## src/design/stb_pkg.sv

```systemverilog
package stb_pkg;

    localparam int unsigned NUM_TIMERS = 16;
    localparam int unsigned IDX_W = (NUM_TIMERS > 1) ? $clog2(NUM_TIMERS) : 1;
    localparam int unsigned SLOT_W = 4;
    localparam int unsigned TICKS_W = 32;
    localparam int unsigned IN_DATA_W = 72;
    localparam int unsigned OUT_DATA_W = 8;
    localparam int unsigned QUEUE_DEPTH = 2;
    localparam int unsigned QPTR_W = $clog2(QUEUE_DEPTH);
    localparam int unsigned QCNT_W = $clog2(QUEUE_DEPTH + 1);

    typedef enum logic [1:0] {
        OP_START   = 2'd0,
        OP_TICK    = 2'd1,
        OP_SERVICE = 2'd2
    } op_t;

    localparam logic KIND_EXPIRY = 1'b0;
    localparam logic KIND_CLOSE  = 1'b1;

    typedef enum logic [1:0] {
        ST_IDLE,
        ST_WALK,
        ST_CLOSE
    } state_t;

    typedef struct packed {
        op_t                op;
        logic [SLOT_W-1:0]  slot;
        logic [TICKS_W-1:0] interval;
        logic [TICKS_W-1:0] period;
        logic               rt;
    } cmd_t;

endpackage

```

## src/design/stb_front.sv

```systemverilog
module stb_front (
    input  logic                              clk,
    input  logic                              rst_n,
    input  logic                              s_axis_tvalid,
    output logic                              s_axis_tready,
    input  logic [1:0]                        s_axis_tuser,  // operation
    // timer_slot, interval_ticks, period_ticks, is_realtime, zero fill
    input  logic [stb_pkg::IN_DATA_W-1:0]     s_axis_tdata,
    output logic                              cmd_valid,
    output stb_pkg::cmd_t                     cmd,
    input  logic                              cmd_pop
);
    import stb_pkg::*;

    cmd_t              q_reg [QUEUE_DEPTH];
    logic [QPTR_W-1:0] wr_ptr_reg;
    logic [QPTR_W-1:0] wr_ptr_next;
    logic [QPTR_W-1:0] rd_ptr_reg;
    logic [QPTR_W-1:0] rd_ptr_next;
    logic [QCNT_W-1:0] cnt_reg;
    logic [QCNT_W-1:0] cnt_next;
    logic              keep;
    logic              push;
    cmd_t              in_cmd;

    // classify: drop unused codes and starts outside the bank
    always_comb
    begin
        in_cmd.slot     = s_axis_tdata[SLOT_W-1:0];
        in_cmd.interval = s_axis_tdata[SLOT_W +: TICKS_W];
        in_cmd.period   = s_axis_tdata[SLOT_W+TICKS_W +: TICKS_W];
        in_cmd.rt       = s_axis_tdata[SLOT_W+2*TICKS_W];
        in_cmd.op       = OP_START;
        keep            = 1'b0;
        case (s_axis_tuser)
            OP_START:
            begin
                in_cmd.op = OP_START;
                keep      = (32'(in_cmd.slot) < NUM_TIMERS);
            end
            OP_TICK:
            begin
                in_cmd.op = OP_TICK;
                keep      = 1'b1;
            end
            OP_SERVICE:
            begin
                in_cmd.op = OP_SERVICE;
                keep      = 1'b1;
            end
            default:
            begin
                keep = 1'b0;
            end
        endcase
    end

    assign s_axis_tready = (cnt_reg != QCNT_W'(QUEUE_DEPTH));
    assign push          = s_axis_tvalid && s_axis_tready && keep;
    assign cmd_valid     = (cnt_reg != '0);
    assign cmd           = q_reg[rd_ptr_reg];

    always_comb
    begin
        wr_ptr_next = wr_ptr_reg;
        rd_ptr_next = rd_ptr_reg;
        if (push)
        begin
            wr_ptr_next = (wr_ptr_reg == QPTR_W'(QUEUE_DEPTH - 1)) ? '0 : wr_ptr_reg + 1'b1;
        end
        if (cmd_pop)
        begin
            rd_ptr_next = (rd_ptr_reg == QPTR_W'(QUEUE_DEPTH - 1)) ? '0 : rd_ptr_reg + 1'b1;
        end
        cnt_next = cnt_reg + QCNT_W'(push) - QCNT_W'(cmd_pop);
    end

    always_ff @(posedge clk or negedge rst_n)
    begin
        if (!rst_n)
        begin
            wr_ptr_reg <= '0;
            rd_ptr_reg <= '0;
            cnt_reg    <= '0;
        end
        else
        begin
            wr_ptr_reg <= wr_ptr_next;
            rd_ptr_reg <= rd_ptr_next;
            cnt_reg    <= cnt_next;
        end
    end

    always_ff @(posedge clk)
    begin
        if (push)
        begin
            q_reg[wr_ptr_reg] <= in_cmd;
        end
    end

endmodule

```

## src/design/stb_back.sv

```systemverilog
module stb_back (
    input  logic                           clk,
    input  logic                           rst_n,
    input  logic                           cmd_valid,
    input  stb_pkg::cmd_t                  cmd,
    output logic                           cmd_pop,
    output logic                           m_axis_tvalid,
    input  logic                           m_axis_tready,
    output logic                           m_axis_tuser,  // kind
    output logic                           m_axis_tlast,  // last
    // timer_index, nrt_notify, zero fill
    output logic [stb_pkg::OUT_DATA_W-1:0] m_axis_tdata
);
    import stb_pkg::*;

    logic [TICKS_W-1:0]    delay_reg  [NUM_TIMERS];
    logic [TICKS_W-1:0]    period_reg [NUM_TIMERS];
    logic [NUM_TIMERS-1:0] armed_reg;
    logic [NUM_TIMERS-1:0] armed_next;
    logic [NUM_TIMERS-1:0] rt_reg;
    logic [NUM_TIMERS-1:0] rt_next;

    state_t             state_reg;
    state_t             state_next;
    op_t                op_reg;
    op_t                op_next;
    logic [IDX_W-1:0]   idx_reg;
    logic [IDX_W-1:0]   idx_next;
    logic               notify_reg;
    logic               notify_next;

    logic               out_valid_reg;
    logic               out_valid_next;
    logic               out_kind_reg;
    logic [SLOT_W-1:0]  out_index_reg;
    logic               out_notify_reg;
    logic               out_last_reg;

    logic               out_free;
    logic               emit;
    logic               emit_kind;
    logic [SLOT_W-1:0]  emit_index;
    logic               emit_notify;
    logic               dly_wr;
    logic [IDX_W-1:0]   dly_addr;
    logic [TICKS_W-1:0] dly_data;
    logic               per_wr;
    logic               slot_fire;
    logic               slot_notify;
    logic [TICKS_W-1:0] cur_cnt;
    logic [TICKS_W-1:0] cur_per;
    logic               cur_armed;
    logic               cur_rt;
    logic [IDX_W-1:0]   start_idx;

    assign out_free  = !out_valid_reg || m_axis_tready;
    assign start_idx = IDX_W'(cmd.slot);
    assign cur_cnt   = delay_reg[idx_reg];
    assign cur_per   = period_reg[idx_reg];
    assign cur_armed = armed_reg[idx_reg];
    assign cur_rt    = rt_reg[idx_reg];

    // one slot per cycle while the output is free: due test and notify test
    always_comb
    begin
        slot_fire   = 1'b0;
        slot_notify = 1'b0;
        if (op_reg == OP_TICK)
        begin
            if (cur_armed && cur_rt)
            begin
                slot_fire = (cur_cnt <= TICKS_W'(1));
            end
            else if (cur_armed)
            begin
                slot_notify = (cur_cnt == TICKS_W'(1));
            end
        end
        else
        begin
            slot_fire = cur_armed && !cur_rt && (cur_cnt == '0);
        end
    end

    always_comb
    begin
        state_next = state_reg;
        case (state_reg)
            ST_IDLE:
            begin
                if (cmd_valid && cmd.op != OP_START)
                begin
                    state_next = ST_WALK;
                end
            end
            ST_WALK:
            begin
                if (out_free && idx_reg == IDX_W'(NUM_TIMERS - 1))
                begin
                    state_next = ST_CLOSE;
                end
            end
            ST_CLOSE:
            begin
                if (out_free)
                begin
                    state_next = ST_IDLE;
                end
            end
            default:
            begin
                state_next = ST_IDLE;
            end
        endcase
    end

    always_comb
    begin
        cmd_pop     = 1'b0;
        emit        = 1'b0;
        emit_kind   = KIND_EXPIRY;
        emit_index  = SLOT_W'(idx_reg);
        emit_notify = 1'b0;
        dly_wr      = 1'b0;
        dly_addr    = idx_reg;
        dly_data    = cmd.interval;
        per_wr      = 1'b0;
        armed_next  = armed_reg;
        rt_next     = rt_reg;
        op_next     = op_reg;
        idx_next    = idx_reg;
        notify_next = notify_reg;
        case (state_reg)
            ST_IDLE:
            begin
                if (cmd_valid)
                begin
                    cmd_pop = 1'b1;
                    if (cmd.op == OP_START)
                    begin
                        dly_wr              = 1'b1;
                        per_wr              = 1'b1;
                        dly_addr            = start_idx;
                        armed_next[start_idx] = 1'b1;
                        rt_next[start_idx]    = cmd.rt;
                    end
                    else
                    begin
                        op_next     = cmd.op;
                        idx_next    = '0;
                        notify_next = 1'b0;
                    end
                end
            end
            ST_WALK:
            begin
                if (out_free)
                begin
                    idx_next = idx_reg + 1'b1;
                    if (slot_fire)
                    begin
                        emit = 1'b1;
                        if (cur_per != '0)
                        begin
                            dly_wr   = 1'b1;
                            dly_data = cur_per;
                        end
                        else
                        begin
                            armed_next[idx_reg] = 1'b0;
                        end
                    end
                    else if (op_reg == OP_TICK && cur_armed && cur_cnt != '0)
                    begin
                        dly_wr   = 1'b1;
                        dly_data = cur_cnt - 1'b1;
                    end
                    if (slot_notify)
                    begin
                        notify_next = 1'b1;
                    end
                end
            end
            ST_CLOSE:
            begin
                if (out_free)
                begin
                    emit        = 1'b1;
                    emit_kind   = KIND_CLOSE;
                    emit_index  = '0;
                    emit_notify = notify_reg;
                end
            end
            default:
            begin
                emit = 1'b0;
            end
        endcase
    end

    always_comb
    begin
        if (emit)
        begin
            out_valid_next = 1'b1;
        end
        else if (m_axis_tready)
        begin
            out_valid_next = 1'b0;
        end
        else
        begin
            out_valid_next = out_valid_reg;
        end
    end

    always_ff @(posedge clk or negedge rst_n)
    begin
        if (!rst_n)
        begin
            state_reg     <= ST_IDLE;
            op_reg        <= OP_TICK;
            idx_reg       <= '0;
            notify_reg    <= 1'b0;
            armed_reg     <= '0;
            rt_reg        <= '0;
            out_valid_reg <= 1'b0;
        end
        else
        begin
            state_reg     <= state_next;
            op_reg        <= op_next;
            idx_reg       <= idx_next;
            notify_reg    <= notify_next;
            armed_reg     <= armed_next;
            rt_reg        <= rt_next;
            out_valid_reg <= out_valid_next;
        end
    end

    always_ff @(posedge clk)
    begin
        if (dly_wr)
        begin
            delay_reg[dly_addr] <= dly_data;
        end
        if (per_wr)
        begin
            period_reg[start_idx] <= cmd.period;
        end
        if (emit)
        begin
            out_kind_reg   <= emit_kind;
            out_index_reg  <= emit_index;
            out_notify_reg <= emit_notify;
            out_last_reg   <= (emit_kind == KIND_CLOSE);
        end
    end

    assign m_axis_tvalid = out_valid_reg;
    assign m_axis_tuser  = out_kind_reg;
    assign m_axis_tlast  = out_last_reg;
    assign m_axis_tdata  = {{(OUT_DATA_W - SLOT_W - 1){1'b0}}, out_notify_reg, out_index_reg};

endmodule

```

## src/design/software_timer_bank.sv

```systemverilog
// software timer bank: sixteen one-shot or periodic slots, real-time or deferred
// input channel s_axis: tuser carries the operation (start, tick, service),
// tdata carries slot, initial delay, reload period and the real-time flag
// a start passes through the command queue and gives no result
// a tick or service pass walks every slot, one slot per cycle while the output
// is free, and then gives the item that closes the pass
// output channel m_axis: tuser is the kind (expiry or end of pass), tdata holds
// the slot index and the deferred-due notify, tlast marks the closing item
// expiries come out in slot order
// a two-entry command queue keeps taking items while a pass runs
// when the receiver stalls, the walk holds on its current slot and the
// finished result waits in the output register; the queue fills and then
// tready drops
// reset disarms all slots and empties the queue and the output register;
// delay and period storage is written on each start and needs no clearing
module software_timer_bank (
    input  logic                              clk,
    input  logic                              rst_n,
    input  logic                              s_axis_tvalid,
    output logic                              s_axis_tready,
    input  logic [1:0]                        s_axis_tuser,  // operation
    // timer_slot, interval_ticks, period_ticks, is_realtime, zero fill
    input  logic [stb_pkg::IN_DATA_W-1:0]     s_axis_tdata,
    output logic                              m_axis_tvalid,
    input  logic                              m_axis_tready,
    output logic                              m_axis_tuser,  // kind
    output logic                              m_axis_tlast,  // last
    // timer_index, nrt_notify, zero fill
    output logic [stb_pkg::OUT_DATA_W-1:0]    m_axis_tdata
);
    import stb_pkg::*;

    logic cmd_valid;
    cmd_t cmd;
    logic cmd_pop;

    stb_front u_front (
        .clk           (clk),
        .rst_n         (rst_n),
        .s_axis_tvalid (s_axis_tvalid),
        .s_axis_tready (s_axis_tready),
        .s_axis_tuser  (s_axis_tuser),
        .s_axis_tdata  (s_axis_tdata),
        .cmd_valid     (cmd_valid),
        .cmd           (cmd),
        .cmd_pop       (cmd_pop)
    );

    stb_back u_back (
        .clk           (clk),
        .rst_n         (rst_n),
        .cmd_valid     (cmd_valid),
        .cmd           (cmd),
        .cmd_pop       (cmd_pop),
        .m_axis_tvalid (m_axis_tvalid),
        .m_axis_tready (m_axis_tready),
        .m_axis_tuser  (m_axis_tuser),
        .m_axis_tlast  (m_axis_tlast),
        .m_axis_tdata  (m_axis_tdata)
    );

`ifndef SYNTH
    a_pop_needs_cmd : assert property (@(posedge clk) disable iff (!rst_n)
        cmd_pop |-> cmd_valid)
        else $error("command popped from empty queue");

    a_close_is_last : assert property (@(posedge clk) disable iff (!rst_n)
        m_axis_tvalid |-> (m_axis_tuser == KIND_CLOSE) == m_axis_tlast)
        else $error("tlast does not match closing item");

    a_expiry_no_notify : assert property (@(posedge clk) disable iff (!rst_n)
        m_axis_tvalid && (m_axis_tuser == KIND_EXPIRY) |-> !m_axis_tdata[SLOT_W])
        else $error("notify set on an expiry item");
`endif

endmodule

```

## config.mk

```make
export PLATFORM = sky130hd
export DESIGN_NAME = software_timer_bank
export DESIGN_NICKNAME = d
export VERILOG_FILES = /design/src/design/stb_pkg.sv /design/src/design/stb_front.sv /design/src/design/stb_back.sv /design/src/design/software_timer_bank.sv
export SDC_FILE = /design/constraint.sdc
export NUM_CORES = 1
export LEC_CHECK = 0
export BUFFER_PORTS_ARGS = -buffer_cell sky130_fd_sc_hd__buf_2
export CAP_MARGIN = 20
export CORE_MARGIN = 1.5
export CORE_UTILIZATION = 50
export CTS_CLUSTER_DIAMETER = 120
export DETAILED_ROUTE_END_ITERATION = 12
export PLACE_DENSITY = 0.74
export SLEW_MARGIN = 20
export SYNTH_ARGS = -nofsm -noshare
export SYNTH_HDL_FRONTEND = slang
export SYNTH_SLANG_ARGS = --single-unit
export TNS_END_PERCENT = 1
```

## constraint.sdc

```tcl
create_clock -name clk -period 5.9 [get_ports clk]
set_input_delay 1.18 -clock clk [delete_from_list [all_inputs] [get_ports clk]]
set_output_delay 1.18 -clock clk [all_outputs]
set_load 0.02 [all_outputs]
```

==> qor.txt <==
Status = finished clean
Hold-fix buffers at CTS = 0
DRC = 0
Vias post-DR = 24300
Pwr per Cell Area = 491 nW/um2
Worst Path Arrival = 6.07 ns
Final slew viol count = 0
Synth warnings = 0
Antenna Nets Post-Route = 0
Cell count after placement = 3670
Clk pin slew, worst setup/hold paths = 0.06 ns
Final setup fails = 0
Drt first pass iters = 6
Filler instances = 6602
Crit end category = register
Cell taking the most area after synthesis = edfxtp_1
Initial antenna violation count = 2
Core Footprint = 94900 um2
Routability cong. = 0.857
Fin nets = 2613
Main synth FF type = edfxtp_1
Fin. Hold Viols = 0
Synth-to-layout area growth = 15.3%
Site row count = 113
Post-synthesis cell type count = 65
Initial DRC Count = 2702
GRT overflow = 0
Die ar. = 97500 um2
First-pass GRT wire length = 166000 um
Synthesized area = 47800 um2
Slew HR = 0.187
Critical path class = register to register
Most numerous cell in the Yosys netlist = edfxtp_1
Worst-path maximum fanout = 30
Num CTS Buffers = 116
PortBufs = 83
Yosys top cell area share = 0.736
Sequential cell area fraction in the yosys report = 0.760
Synth top area cells = edfxtp_1 (74%), mux4_2 (12%), dfrtp_1 (2.4%)
Initial Util = 0.504
Mean Syn Cell Area = 20.9 um2
Detailed-route wire length = 113000 um
Worst-Margin Slew = 1.22 ns
Maximum clock path buffer count = 3
FMAX = 176 MHz
Overall global routing resource usage = 0.233
TritonCTS clock tree = yes
Skew final = 0.0680 ns
Post-synth EDFFs = 1172
Vias in the first global route = 25300
Layout cell share with drive strength beyond 1 = 0.308
Final core utilization = 0.581
Chip height = 312 um
Post-layout min period = 5.69 ns
Type of the tightest min-delay check = input port to async pin
Top cells by count, synth = edfxtp_1 (1172), mux4_2 (262), nand2_1 (101)
Clk_lat worst skew = 0.72 ns
Critical path launch point type = register
I/O pin cnt = 90
Root Driver = clkbuf_16
Die width = 312 um
Hpwl dp = 68200 um
Drt wl/cell = 29.2 um
Via density = 6.26
# clock sinks = 1218
Crit share post-route = 0.964
Largest net degree at the start of global routing = 72
Async S/R FF share, synth = 0.0378
Critical path required time = 6.29 ns
Mapped Cells = 2283
H-tree lvl count = 3
Final Non-Filler Cells = 3884
Worst vdd ir = 0.000338 V
Max_cap viols = 0
P_leak = 17.6 nW
RSZ-0062 raised after global routing = true
Synth Register Bits = 1218
==> logic make-up (layout without fill, tap and decap cells) <==
group	after synthesis	after routing	synth area share
other cells	1	4	0.0000784
fa+ha+maj	12	12	0.00314
flops	1218	1218	0.760
buf+inv	146	479	0.0161
mux	358	358	0.145
xor+xnor	31	31	0.00568
compound gates	244	244	0.0420
simple gates	273	273	0.0281
==> repair_timing <==
item                       in CTS  in global routing
resized for setup               0                  2
buffers inserted                0                  0
setup endpoints to repair       0                 20
==> through the flow <==
stage	power (mW)	cell area (um2)	TNS (ns)	setup slack (ns)	hold WS [ns]
2_1_floorplan	16.9	47800	-63.26	-0.332	0.451
3_3_place_gp	19.5	51300	0	0.461	0.468
3_5_place_dp	19.8	51300	0	0.306	0.469
4_1_cts	27.1	55100	0	0.240	0.492
5_1_grt	28.1	55100	-0.0152	-0.00194	0.504
6_report	27.1	55100	0	0.215	0.484
==> layout make-up <==
type,instances,area [um2],share of cell area
timing repair buffer,245,2310,0.0419
clock inverter,71,717,0.0130
multi-input combinational,921,11000,0.200
clock buffer,142,3070,0.0557
tap,1265,1580,0.0287
inverter,21,78.8,0.00143
antenna,1,2.50,0.0000454
sequential,1218,36400,0.659
==> power breakdown <==
group	total [mW]	internal (mW)	switching (mW)
Combinational	8.09	3.20	4.89
Sequential	11.7	11.3	0.363
Clock	7.32	4.15	3.17
==> cell usage in the layout, fill, tap and decap left out, types with 6 or more instances in the layout <==
cell	Yosys	routed
a22oi_1	78	78
xor2_1	17	17
xnor2_1	14	14
dfrtp_1	45	42
o2bb2ai_1	17	17
a21oi_1	18	14
a22o_1	26	26
clkinv_1	0	25
clkbuf_1	55	20
nand4_1	8	8
buf_2	16	82
bufinv_16	0	10
nand3_1	25	25
mux4_2	262	262
clkbuf_16	0	117
mux2i_1	41	41
o221ai_1	7	7
inv_1	21	21
a221oi_1	21	21
ha_1	12	12
buf_12	0	54
o21ai_0	18	18
nor4_1	14	14
buf_4	16	108
clkinv_2	0	21
and2_1	8	6
nor2_4	0	28
edfxtp_1	1172	1172
nor2_1	53	24
nand2_1	101	101
mux2_2	55	55
o221ai_2	15	13
nor2b_1	9	7
nor3_1	26	24
==> worst paths after layout <==
check                                                     start                           endpoint  slack (ns)  depth (start not counted)
worst max register to register    u_back.idx_reg[0]$_DFFE_PN0P_  u_back.delay_reg[7][13]$_DFFE_PP_        0.21                         12
worst min register to register  u_back.armed_reg[8]$_DFFE_PN0P_    u_back.armed_reg[8]$_DFFE_PN0P_        0.50                          1
worst min-delay path                                      rst_n   u_back.m_axis_tvalid$_DFFE_PN0P_        0.48                          1
worst max-delay path              u_back.idx_reg[0]$_DFFE_PN0P_  u_back.delay_reg[7][13]$_DFFE_PP_        0.21                         12
min in group clk                u_back.armed_reg[8]$_DFFE_PN0P_    u_back.armed_reg[8]$_DFFE_PN0P_        0.50                          1
max in group asynchronous                                 rst_n      u_back.idx_reg[0]$_DFFE_PN0P_        4.94                          1
==> critical path, stage by stage (launching register included) <==
cell      delay (ns)
dfrtp_4         0.78
buf_12          0.34
mux4_2          0.57
a22oi_1         0.23
nand2_1         0.16
nor4_2          0.38
buf_4           0.20
nand3_1         0.18
or4_1           0.76
nor3b_2         0.52
nand2_1         0.26
buf_12          0.25
o221ai_2        0.62
==> layer usage <==
metal	share of wire	global-route usage
met4	0.030	0.0804
met2	0.50	0.388
met1	0.38	0.307
met3	0.090	0.0480
met5	0.00030	0
Note: power is estimated with default switching activity, not from simulation.
